**src/sv/ese_pkg.sv**
```systemverilog
`timescale 1ns / 1ps
// ----------------------------------------------------------------------------
// ese_pkg: shared types and constants of the encoder speed estimator
// Field widths, request and status codes, and the speed scale factor.
// ----------------------------------------------------------------------------
package ese_pkg;

  // Item field widths
  localparam int READ_W  = 12;
  localparam int TIME_W  = 32;
  localparam int SPEED_W = 27;
  localparam int COUNT_W = 2;
  localparam int STAT_W  = 2;

  // Default encoder resolution in bits per turn
  localparam int POS_BITS_DEFAULT = 12;

  // deg/s in Q4 per count per ms: 1000 * 16 * 360 / 256
  localparam int SPEED_SCALE = 22500;
  localparam int SCALE_W     = 15;

  // Request codes
  localparam logic REQ_SAMPLE = 1'b0;
  localparam logic REQ_CLEAR  = 1'b1;

  // Status codes
  localparam logic [STAT_W-1:0] STATUS_SPEED   = 2'd0;
  localparam logic [STAT_W-1:0] STATUS_NO_READ = 2'd1;
  localparam logic [STAT_W-1:0] STATUS_FIRST   = 2'd2;
  localparam logic [STAT_W-1:0] STATUS_CLEARED = 2'd3;

endpackage

```
**src/sv/ese_sample_if.sv**
```systemverilog
`timescale 1ns / 1ps
// ----------------------------------------------------------------------------
// ese_sample_if: sample request channel
// Valid/ready channel carrying three position reads and a timestamp.
// ----------------------------------------------------------------------------
interface ese_sample_if import ese_pkg::*; ();
  logic              valid;
  logic              ready;
  logic              req_type;
  logic [READ_W-1:0] read_a;
  logic              read_a_ok;
  logic [READ_W-1:0] read_b;
  logic              read_b_ok;
  logic [READ_W-1:0] read_c;
  logic              read_c_ok;
  logic [TIME_W-1:0] time_ms;

  modport source (
    output valid, req_type, read_a, read_a_ok, read_b, read_b_ok,
           read_c, read_c_ok, time_ms,
    input  ready
  );

  modport sink (
    input  valid, req_type, read_a, read_a_ok, read_b, read_b_ok,
           read_c, read_c_ok, time_ms,
    output ready
  );
endinterface

```
**src/sv/ese_result_if.sv**
```systemverilog
`timescale 1ns / 1ps
// ----------------------------------------------------------------------------
// ese_result_if: speed result channel
// Valid/ready channel carrying speed, used position, read count and status.
// ----------------------------------------------------------------------------
interface ese_result_if import ese_pkg::*; ();
  logic                      valid;
  logic                      ready;
  logic signed [SPEED_W-1:0] speed_q4;
  logic [READ_W-1:0]         position_used;
  logic [COUNT_W-1:0]        valid_reads;
  logic [STAT_W-1:0]         status;

  modport source (
    output valid, speed_q4, position_used, valid_reads, status,
    input  ready
  );

  modport sink (
    input  valid, speed_q4, position_used, valid_reads, status,
    output ready
  );
endinterface

```
**src/sv/encoder_speed_estimator.sv**
```systemverilog
`timescale 1ns / 1ps
// ----------------------------------------------------------------------------
// encoder_speed_estimator: encoder velocity from median-filtered reads
// Reduces up to three position reads to one, takes the wrapped delta to the
// previous position and divides delta * 22500 by the elapsed milliseconds.
// ----------------------------------------------------------------------------
//  Channel  Dir  Contents
//  req_i    in   req_type, read_a/b/c with ok bits, time_ms
//  rsp_o    out  speed_q4, position_used, valid_reads, status
//
//  A speed item passes from accept to result through a latch step, a
//  reduce/multiply step, NUM_W steps of the restoring divider (one quotient
//  bit each) and a finish step. Clear, empty and first-sample items skip the
//  divider steps. req_i.ready is high only when idle.
//  The result register frees the block while a result waits; a stalled rsp_o
//  holds the finish cycle. Reset clears history, sequencer and result valid.
// ----------------------------------------------------------------------------
module encoder_speed_estimator import ese_pkg::*; #(
  parameter int POSITION_BITS = POS_BITS_DEFAULT
) (
  input  logic          clk_i,
  input  logic          rst_ni,
  ese_sample_if.sink    req_i,
  ese_result_if.source  rsp_o
);

  localparam int PB     = POSITION_BITS;
  localparam int NUM_W  = PB + SCALE_W;
  localparam int CNT_W  = $clog2(NUM_W + 1);
  localparam int DELT_W = PB + 2;

  localparam logic signed [DELT_W-1:0] PosHalf   = DELT_W'(1 << (PB - 1));
  localparam logic signed [DELT_W-1:0] PosCounts = DELT_W'(1 << PB);
  localparam logic [CNT_W-1:0]         CntLast   = CNT_W'(NUM_W - 1);
  localparam logic [31:0]              SpeedPosLim = 32'((1 << (SPEED_W - 1)) - 1);
  localparam logic [31:0]              SpeedNegLim = 32'(1 << (SPEED_W - 1));

  // Sequencer states
  localparam logic [1:0] S_IDLE = 2'd0;
  localparam logic [1:0] S_PREP = 2'd1;
  localparam logic [1:0] S_DIV  = 2'd2;
  localparam logic [1:0] S_DONE = 2'd3;

  logic [1:0] state_q, state_d;

  // Latched item
  logic              clr_q;
  logic [PB-1:0]     rd_a_q, rd_b_q, rd_c_q;
  logic              ok_a_q, ok_b_q, ok_c_q;
  logic [TIME_W-1:0] time_q;

  // Working registers
  logic [PB-1:0]      pos_q, pos_d;
  logic [COUNT_W-1:0] nrd_q, nrd_d;
  logic [STAT_W-1:0]  stat_q, stat_d;
  logic               neg_q, neg_d;
  logic [TIME_W-1:0]  dt_q, dt_d;
  logic [TIME_W-1:0]  rem_q, rem_d;
  logic [NUM_W-1:0]   quo_q, quo_d;
  logic [CNT_W-1:0]   cnt_q, cnt_d;

  // History
  logic [PB-1:0]     last_pos_q;
  logic [TIME_W-1:0] last_time_q;
  logic              have_hist_q;

  // Result register
  logic                      out_valid_q;
  logic signed [SPEED_W-1:0] out_speed_q;
  logic [READ_W-1:0]         out_pos_q;
  logic [COUNT_W-1:0]        out_nrd_q;
  logic [STAT_W-1:0]         out_stat_q;

  logic accept, load;

  // Reduce and delta signals
  logic [PB-1:0]           red_pos;
  logic [COUNT_W-1:0]      red_n;
  logic [PB-1:0]           v0, v1;
  logic [PB:0]             pair_sum;
  logic [PB-1:0]           med;
  logic signed [DELT_W-1:0] delta_raw, delta;
  logic [PB-1:0]           delta_mag;
  logic [TIME_W-1:0]       dt_raw;

  // Divider step signals
  logic [TIME_W:0]   rem_sh;
  logic              step_ge;
  logic [TIME_W:0]   rem_sub;

  // Finish signals
  logic [31:0]               quo_ext, mag_lim, mag_sat;
  logic signed [SPEED_W-1:0] speed_fin;

  assign accept = req_i.valid & req_i.ready;
  assign load   = (state_q == S_DONE) & (~out_valid_q | rsp_o.ready);
  assign req_i.ready = (state_q == S_IDLE);

  // Latch the accepted item, reads taken modulo one turn
  always_ff @(posedge clk_i) begin
    if (accept) begin
      clr_q  <= req_i.req_type == REQ_CLEAR;
      rd_a_q <= PB'(req_i.read_a);
      rd_b_q <= PB'(req_i.read_b);
      rd_c_q <= PB'(req_i.read_c);
      ok_a_q <= req_i.read_a_ok;
      ok_b_q <= req_i.read_b_ok;
      ok_c_q <= req_i.read_c_ok;
      time_q <= req_i.time_ms;
    end
  end

  // Reduce valid reads: single, floor average of two, or median of three
  always_comb begin
    red_n = COUNT_W'({1'b0, ok_a_q}) + COUNT_W'({1'b0, ok_b_q})
          + COUNT_W'({1'b0, ok_c_q});
    v0 = ok_a_q ? rd_a_q : (ok_b_q ? rd_b_q : rd_c_q);
    v1 = (ok_a_q & ok_b_q) ? rd_b_q : rd_c_q;
    pair_sum = {1'b0, v0} + {1'b0, v1};
    if (rd_a_q > rd_b_q) begin
      if (rd_b_q > rd_c_q)      med = rd_b_q;
      else if (rd_a_q > rd_c_q) med = rd_c_q;
      else                      med = rd_a_q;
    end else begin
      if (rd_a_q > rd_c_q)      med = rd_a_q;
      else if (rd_b_q > rd_c_q) med = rd_c_q;
      else                      med = rd_b_q;
    end
    unique case (red_n)
      2'd2:    red_pos = pair_sum[PB:1];
      2'd3:    red_pos = med;
      default: red_pos = v0;
    endcase
  end

  // Wrapped shortest delta and elapsed time
  always_comb begin
    delta_raw = $signed({2'b00, red_pos}) - $signed({2'b00, last_pos_q});
    if (delta_raw > PosHalf)       delta = delta_raw - PosCounts;
    else if (delta_raw < -PosHalf) delta = delta_raw + PosCounts;
    else                           delta = delta_raw;
    delta_mag = delta[DELT_W-1] ? PB'(-delta) : PB'(delta);
    dt_raw = time_q - last_time_q;
  end

  // Subtract unit: one restoring division step
  always_comb begin
    rem_sh  = {rem_q, quo_q[NUM_W-1]};
    step_ge = rem_sh >= {1'b0, dt_q};
    rem_sub = rem_sh - {1'b0, dt_q};
  end

  // Sequencer
  always_comb begin
    state_d = state_q;
    pos_d   = pos_q;
    nrd_d   = nrd_q;
    stat_d  = stat_q;
    neg_d   = neg_q;
    dt_d    = dt_q;
    rem_d   = rem_q;
    quo_d   = quo_q;
    cnt_d   = cnt_q;
    unique case (state_q)
      S_IDLE: begin
        if (accept) state_d = S_PREP;
      end
      S_PREP: begin
        pos_d   = red_pos;
        nrd_d   = red_n;
        neg_d   = delta[DELT_W-1];
        dt_d    = (dt_raw == '0) ? TIME_W'(1) : dt_raw;
        rem_d   = '0;
        quo_d   = NUM_W'(delta_mag) * NUM_W'(SPEED_SCALE);
        cnt_d   = '0;
        state_d = S_DONE;
        priority if (clr_q) begin
          stat_d = STATUS_CLEARED;
          nrd_d  = '0;
          pos_d  = '0;
        end else if (red_n == '0) begin
          stat_d = STATUS_NO_READ;
          pos_d  = '0;
        end else if (!have_hist_q) begin
          stat_d = STATUS_FIRST;
        end else begin
          stat_d  = STATUS_SPEED;
          state_d = S_DIV;
        end
      end
      S_DIV: begin
        rem_d = step_ge ? rem_sub[TIME_W-1:0] : rem_sh[TIME_W-1:0];
        quo_d = {quo_q[NUM_W-2:0], step_ge};
        cnt_d = cnt_q + CNT_W'(1);
        if (cnt_q == CntLast) state_d = S_DONE;
      end
      S_DONE: begin
        if (load) state_d = S_IDLE;
      end
      default: state_d = S_IDLE;
    endcase
  end

  always_ff @(posedge clk_i or negedge rst_ni) begin
    if (!rst_ni) begin
      state_q <= S_IDLE;
    end else begin
      state_q <= state_d;
    end
  end

  always_ff @(posedge clk_i) begin
    pos_q  <= pos_d;
    nrd_q  <= nrd_d;
    stat_q <= stat_d;
    neg_q  <= neg_d;
    dt_q   <= dt_d;
    rem_q  <= rem_d;
    quo_q  <= quo_d;
    cnt_q  <= cnt_d;
  end

  // Saturate the quotient and apply the sign
  always_comb begin
    quo_ext   = 32'(quo_q);
    mag_lim   = neg_q ? SpeedNegLim : SpeedPosLim;
    mag_sat   = (quo_ext > mag_lim) ? mag_lim : quo_ext;
    speed_fin = neg_q ? -$signed(SPEED_W'(mag_sat)) : $signed(SPEED_W'(mag_sat));
  end

  // Update history when the result is handed over
  always_ff @(posedge clk_i or negedge rst_ni) begin
    if (!rst_ni) begin
      last_pos_q  <= '0;
      last_time_q <= '0;
      have_hist_q <= 1'b0;
    end else if (load) begin
      if (stat_q == STATUS_CLEARED) begin
        last_pos_q  <= '0;
        last_time_q <= '0;
        have_hist_q <= 1'b0;
      end else if (stat_q != STATUS_NO_READ) begin
        last_pos_q  <= pos_q;
        last_time_q <= time_q;
        have_hist_q <= 1'b1;
      end
    end
  end

  // Result register
  always_ff @(posedge clk_i or negedge rst_ni) begin
    if (!rst_ni) begin
      out_valid_q <= 1'b0;
    end else if (load) begin
      out_valid_q <= 1'b1;
    end else if (rsp_o.ready) begin
      out_valid_q <= 1'b0;
    end
  end

  always_ff @(posedge clk_i) begin
    if (load) begin
      out_speed_q <= (stat_q == STATUS_SPEED) ? speed_fin : '0;
      out_pos_q   <= READ_W'(pos_q);
      out_nrd_q   <= nrd_q;
      out_stat_q  <= stat_q;
    end
  end

  assign rsp_o.valid         = out_valid_q;
  assign rsp_o.speed_q4      = out_speed_q;
  assign rsp_o.position_used = out_pos_q;
  assign rsp_o.valid_reads   = out_nrd_q;
  assign rsp_o.status        = out_stat_q;

  // Checks
  a_busy_after_accept: assert property (@(posedge clk_i) disable iff (!rst_ni)
    accept |=> !req_i.ready)
    else $error("request accepted while a previous item is in flight");

  a_div_nonzero: assert property (@(posedge clk_i) disable iff (!rst_ni)
    (state_q == S_DIV) |-> (dt_q != '0))
    else $error("divider running with zero divisor");

  a_rem_bound: assert property (@(posedge clk_i) disable iff (!rst_ni)
    (state_q == S_DIV) |-> (rem_q < dt_q))
    else $error("partial remainder not below divisor");

  a_hold_done: assert property (@(posedge clk_i) disable iff (!rst_ni)
    (state_q == S_DONE && out_valid_q && !rsp_o.ready) |=> (state_q == S_DONE))
    else $error("result dropped while output register is full");

endmodule
```
**src/flat_wrapper.sv**
```systemverilog
// flat-port wrapper written by rule: the top's interface ports become plain ports
module encoder_speed_estimator_flat import ese_pkg::*;
#(
  parameter int POSITION_BITS = POS_BITS_DEFAULT
)
  (clk_i, rst_ni, req_i_valid, req_i_req_type, req_i_read_a, req_i_read_a_ok, req_i_read_b, req_i_read_b_ok, req_i_read_c, req_i_read_c_ok, req_i_time_ms, req_i_ready, rsp_o_valid, rsp_o_speed_q4, rsp_o_position_used, rsp_o_valid_reads, rsp_o_status, rsp_o_ready);
  ese_sample_if req_i_i ();
  ese_result_if rsp_o_i ();
  input  logic clk_i;
  input  logic rst_ni;
  input wire logic [$bits(req_i_i.valid)-1:0] req_i_valid;
  input wire logic [$bits(req_i_i.req_type)-1:0] req_i_req_type;
  input wire logic [$bits(req_i_i.read_a)-1:0] req_i_read_a;
  input wire logic [$bits(req_i_i.read_a_ok)-1:0] req_i_read_a_ok;
  input wire logic [$bits(req_i_i.read_b)-1:0] req_i_read_b;
  input wire logic [$bits(req_i_i.read_b_ok)-1:0] req_i_read_b_ok;
  input wire logic [$bits(req_i_i.read_c)-1:0] req_i_read_c;
  input wire logic [$bits(req_i_i.read_c_ok)-1:0] req_i_read_c_ok;
  input wire logic [$bits(req_i_i.time_ms)-1:0] req_i_time_ms;
  output wire logic [$bits(req_i_i.ready)-1:0] req_i_ready;
  output wire logic [$bits(rsp_o_i.valid)-1:0] rsp_o_valid;
  output wire logic [$bits(rsp_o_i.speed_q4)-1:0] rsp_o_speed_q4;
  output wire logic [$bits(rsp_o_i.position_used)-1:0] rsp_o_position_used;
  output wire logic [$bits(rsp_o_i.valid_reads)-1:0] rsp_o_valid_reads;
  output wire logic [$bits(rsp_o_i.status)-1:0] rsp_o_status;
  input wire logic [$bits(rsp_o_i.ready)-1:0] rsp_o_ready;
  assign req_i_i.valid = req_i_valid;
  assign req_i_i.req_type = req_i_req_type;
  assign req_i_i.read_a = req_i_read_a;
  assign req_i_i.read_a_ok = req_i_read_a_ok;
  assign req_i_i.read_b = req_i_read_b;
  assign req_i_i.read_b_ok = req_i_read_b_ok;
  assign req_i_i.read_c = req_i_read_c;
  assign req_i_i.read_c_ok = req_i_read_c_ok;
  assign req_i_i.time_ms = req_i_time_ms;
  assign req_i_ready = req_i_i.ready;
  assign rsp_o_valid = rsp_o_i.valid;
  assign rsp_o_speed_q4 = rsp_o_i.speed_q4;
  assign rsp_o_position_used = rsp_o_i.position_used;
  assign rsp_o_valid_reads = rsp_o_i.valid_reads;
  assign rsp_o_status = rsp_o_i.status;
  assign rsp_o_i.ready = rsp_o_ready;
  encoder_speed_estimator #(.POSITION_BITS(POSITION_BITS)) u_core (.clk_i(clk_i), .rst_ni(rst_ni), .req_i(req_i_i), .rsp_o(rsp_o_i));
endmodule
```
**config.mk**
```make
export PLATFORM = sky130hd
export DESIGN_NAME = encoder_speed_estimator_flat
export DESIGN_NICKNAME = d
export VERILOG_FILES = /design/src/sv/ese_pkg.sv /design/src/sv/ese_sample_if.sv /design/src/sv/ese_result_if.sv /design/src/sv/encoder_speed_estimator.sv /design/src/flat_wrapper.sv
export SDC_FILE = /design/constraint.sdc
export NUM_CORES = 1
export LEC_CHECK = 0
export ABC_AREA = 1
export BUFFER_PORTS_ARGS = -buffer_cell sky130_fd_sc_hd__buf_2
export CORE_MARGIN = 2
export CORE_UTILIZATION = 55
export CTS_BUF_LIST = sky130_fd_sc_hd__clkbuf_16
export CTS_CLUSTER_SIZE = 8
export DETAILED_ROUTE_END_ITERATION = 8
export PLACE_DENSITY_LB_ADDON = 0.3
export SLEW_MARGIN = 5
export SYNTH_ARGS = -nofsm -noshare
export SYNTH_HDL_FRONTEND = slang
export SYNTH_SLANG_ARGS = --single-unit
```
**constraint.sdc**
```tcl
create_clock -name clk_i -period 12.9 [get_ports clk_i]
set_clock_uncertainty 0.2 [all_clocks]
set_input_delay 0.645 -clock clk_i [delete_from_list [all_inputs] [get_ports clk_i]]
set_output_delay 0.645 -clock clk_i [all_outputs]
set_load 0.02 [all_outputs]
```
==> summary.txt <==
Rel. slew slack: 16.9%
HP Class: in2reg
Buf/Inv on CP: 7
Total negative slack: 0 ns
Hold Vio Cnt, Final: 0
Syn avg cell area: 8.41 um^2
Post-DR vias/cell: 5.55
Setup crit start: u_core.ok_a_q$_DFFE_PP_
Clk pin slew, worst setup/hold paths: 0.06 ns
Dpl ws: 1.43 ns
Post-synth top area share: 31.7%
Most Frequent Cell on Critical Path: inv_1
Complex-gate fraction of the synthesized area: 14.5%
Number of synthesized register bits: 276
Initial DRC count: 1277
Fmax: 0.0863 GHz
Final setup vio count: 0
Global-route wire length before repair: 86.9 mm
Worst Path Required: 13.02 ns
Most numerous cell in the Yosys netlist: nand2_1
Min cycle time layout: 11.59 ns
Post-cts gate resize count: 0
Final GP Congestion: 0.965
Post-Syn Nets: 2922
Main combinational cell family by area after synthesis: adder cells
Max-slew violation count: 0
Post-CTS setup buffer count: 0
Die Y: 202 um
Die footprint: 40800 um^2
Post-synth EDFFs: 228
Post-DP HPWL: 40.2 mm
Mapped Area: 21600 um^2
Nets: 3040
Row cnt: 72
Critical path class: reg2reg
CP Max Fanout: 14
Tcrit/Tclk final: 89.9%
GR Overflow Total: 0
Layout cells sized above 1: 9.35%
Later-pin clock latency in the skew report: 0.58 ns
Crit path max-delay family: adder cells
Pin count of the biggest net entering global routing: 73
Main area contributors after synthesis: edfxtp_1, ha_1, nand2_1, inv_1, dfrtp_1
Distinct cells, synth: 61
Hold path start: req_i_time_ms[5]
Die X: 202 um
IO Pins: 121
Final WL: 52.6 mm
CTS buffer count: 41
Area growth, synth to finish: 10.8%
Worst EP arrival: 11.71 ns
ANT cells: 0
Num Clock Sinks: 276
Root buffer cell: clkbuf_16
CORE AREA: 38600 um^2
Startpoint Class: flip-flop
Initial antenna violation count: 0
GRT Overall Usage: 26.1%
Synth cell count leaders: nand2_1, inv_1, ha_1, edfxtp_1, o21ai_0
R2r startpoint: u_core.ok_a_q$_DFFE_PP_
1st-pass router iterations: 5
CP max stage cell: edfxtp_1
Critical Path Sink Type: flip-flop
Sequential area share after synthesis: 37.3%
WL/cell: 16.3 um
Synth Flop Type: edfxtp_1
CTS tree: built
Post-synthesis adder-cell area fraction: 18.1%
Max Buffers Root-to-Sink: 3
Initial Util: 55.8%
Mux cell area share after synthesis: 0%
Synth warn: 0
Remaining DRCs: 0
Status: finished, final reports clean
Synth Area in Simple Gates: 17.7%
Yosys top cell by area: edfxtp_1
Max-cap violations: 0
Worst Hold Margin: 0.0350 ns
Ys async rst share: 17.4%
Via count of the routed design: 17900
Setup ws final: 1.31 ns
Synth Instances: 2565
Post-DRT Antenna Nets: 0
XOR/XNOR share of the synthesized area: 3.98%
Worst-Margin Slew: 1.24 ns
CP peak stage delay: 0.71 ns
RSZ-0062 raised after global routing: false
Vias in the first global route: 17700
I/O Buffers: 120
H-tree levels: 2
-- placed cells by master, fill, tap and decap left out, types with 52 or more instances in the layout --
master | Yosys | final
o21ai_0 | 224 | 224
nand2_1 | 450 | 450
a21oi_1 | 201 | 201
edfxtp_1 | 228 | 228
buf_2 | 8 | 120
nor2_1 | 200 | 199
ha_1 | 229 | 226
nand3_1 | 137 | 137
inv_1 | 412 | 439
fa_1 | 52 | 52
-- state kept, by name (all words and copies together), names as in the netlist, 5 cells and up --
name / flops
u_core.cnt_q: 5
u_core.rd_a_q: 12
u_core.rd_b_q: 12
u_core.rem_q: 32
u_core.time_q: 32
u_core.dt_q: 32
u_core.last_pos_q: 12
u_core.quo_q: 27
u_core.last_time_q: 32
u_core.rsp_o.speed_q4: 27
u_core.pos_q: 12
u_core.rsp_o.position_used: 12
u_core.rd_c_q: 12
-- repair_timing --
| action | CTS | global route |
|---|---|---|
| hold buffers | 1 | 0 |
| endpoints found under the setup margin | 0 | 0 |
| hold endpoints to repair | 7 | 0 |
-- layer usage --
| metal | GRT usage, % | vias up | part of all wire (%) |
|---|---|---|---|
| met5 | 0 | - | 0 |
| met2 | 44.0 | 541 | 47 |
| met1 | 35.0 | 8419 | 45 |
| met4 | 8.22 | 0 | 2.6 |
| met3 | 3.58 | 102 | 5.3 |
| li1 | - | 8878 | - |
-- logic make-up (layout without fill, tap and decap cells) --
group	after synthesis	count (layout)
simple gates	884	884
xor+xnor	92	92
buf+inv	479	630
flops	276	276
compound gates	553	553
fa+ha+maj	281	281
-- final cells by class --
type	instances	area (um^2)
Tap cell	518	648
Inverter	423	1590
Sequential cell	276	8050
Timing Repair Buffer	131	686
Multi-Input combinational cell	1810	11700
Clock buffer	41	1030
Clock inverter	35	188
Fill cell	3353	14700
-- worst register-to-register path, delay by kind of cell, from the launching register on --
family | cells | cell delay [ns]
adders and majority gates | 8 | 3.89
and+or+nand+nor | 17 | 2.57
AOI/OAI and AO/OA | 8 | 1.98
xor gates and xnor gates | 4 | 1.22
buffers and inverters | 7 | 0.78
DFF | 1 | 0.71
-- stage by stage --
stage          cell area (um^2)  cells  utilization, %
2_1_floorplan             21600   2565               -
3_3_place_gp              22700   3157            58.7
3_5_place_dp              22700   3157            58.7
4_1_cts                   23900   3234            61.8
5_1_grt                   23900   3234            61.8
6_report                  23900   3234            61.8
-- final timing paths --
check / end / slack, ns / cells after the start
setup / recovery: u_core.quo_q[26]$_DFFE_PP_ / 1.31 / 44
hold / removal: u_core.time_q[5]$_DFFE_PP_ / 0.04 / 1
setup reg to reg: u_core.quo_q[26]$_DFFE_PP_ / 1.31 / 44
hold reg to reg: u_core.rsp_o.valid_reads[1]$_DFFE_PP_ / 0.22 / 0
max in group asynchronous: u_core.last_pos_q[10]$_DFFE_PN0P_ / 11.48 / 3
min in group asynchronous: u_core.last_time_q[5]$_DFFE_PN0P_ / 0.53 / 3
Power is left out: the tool's default activity adds up to more than one toggle a clock period on the data nets, which glitch-free logic cannot reach.
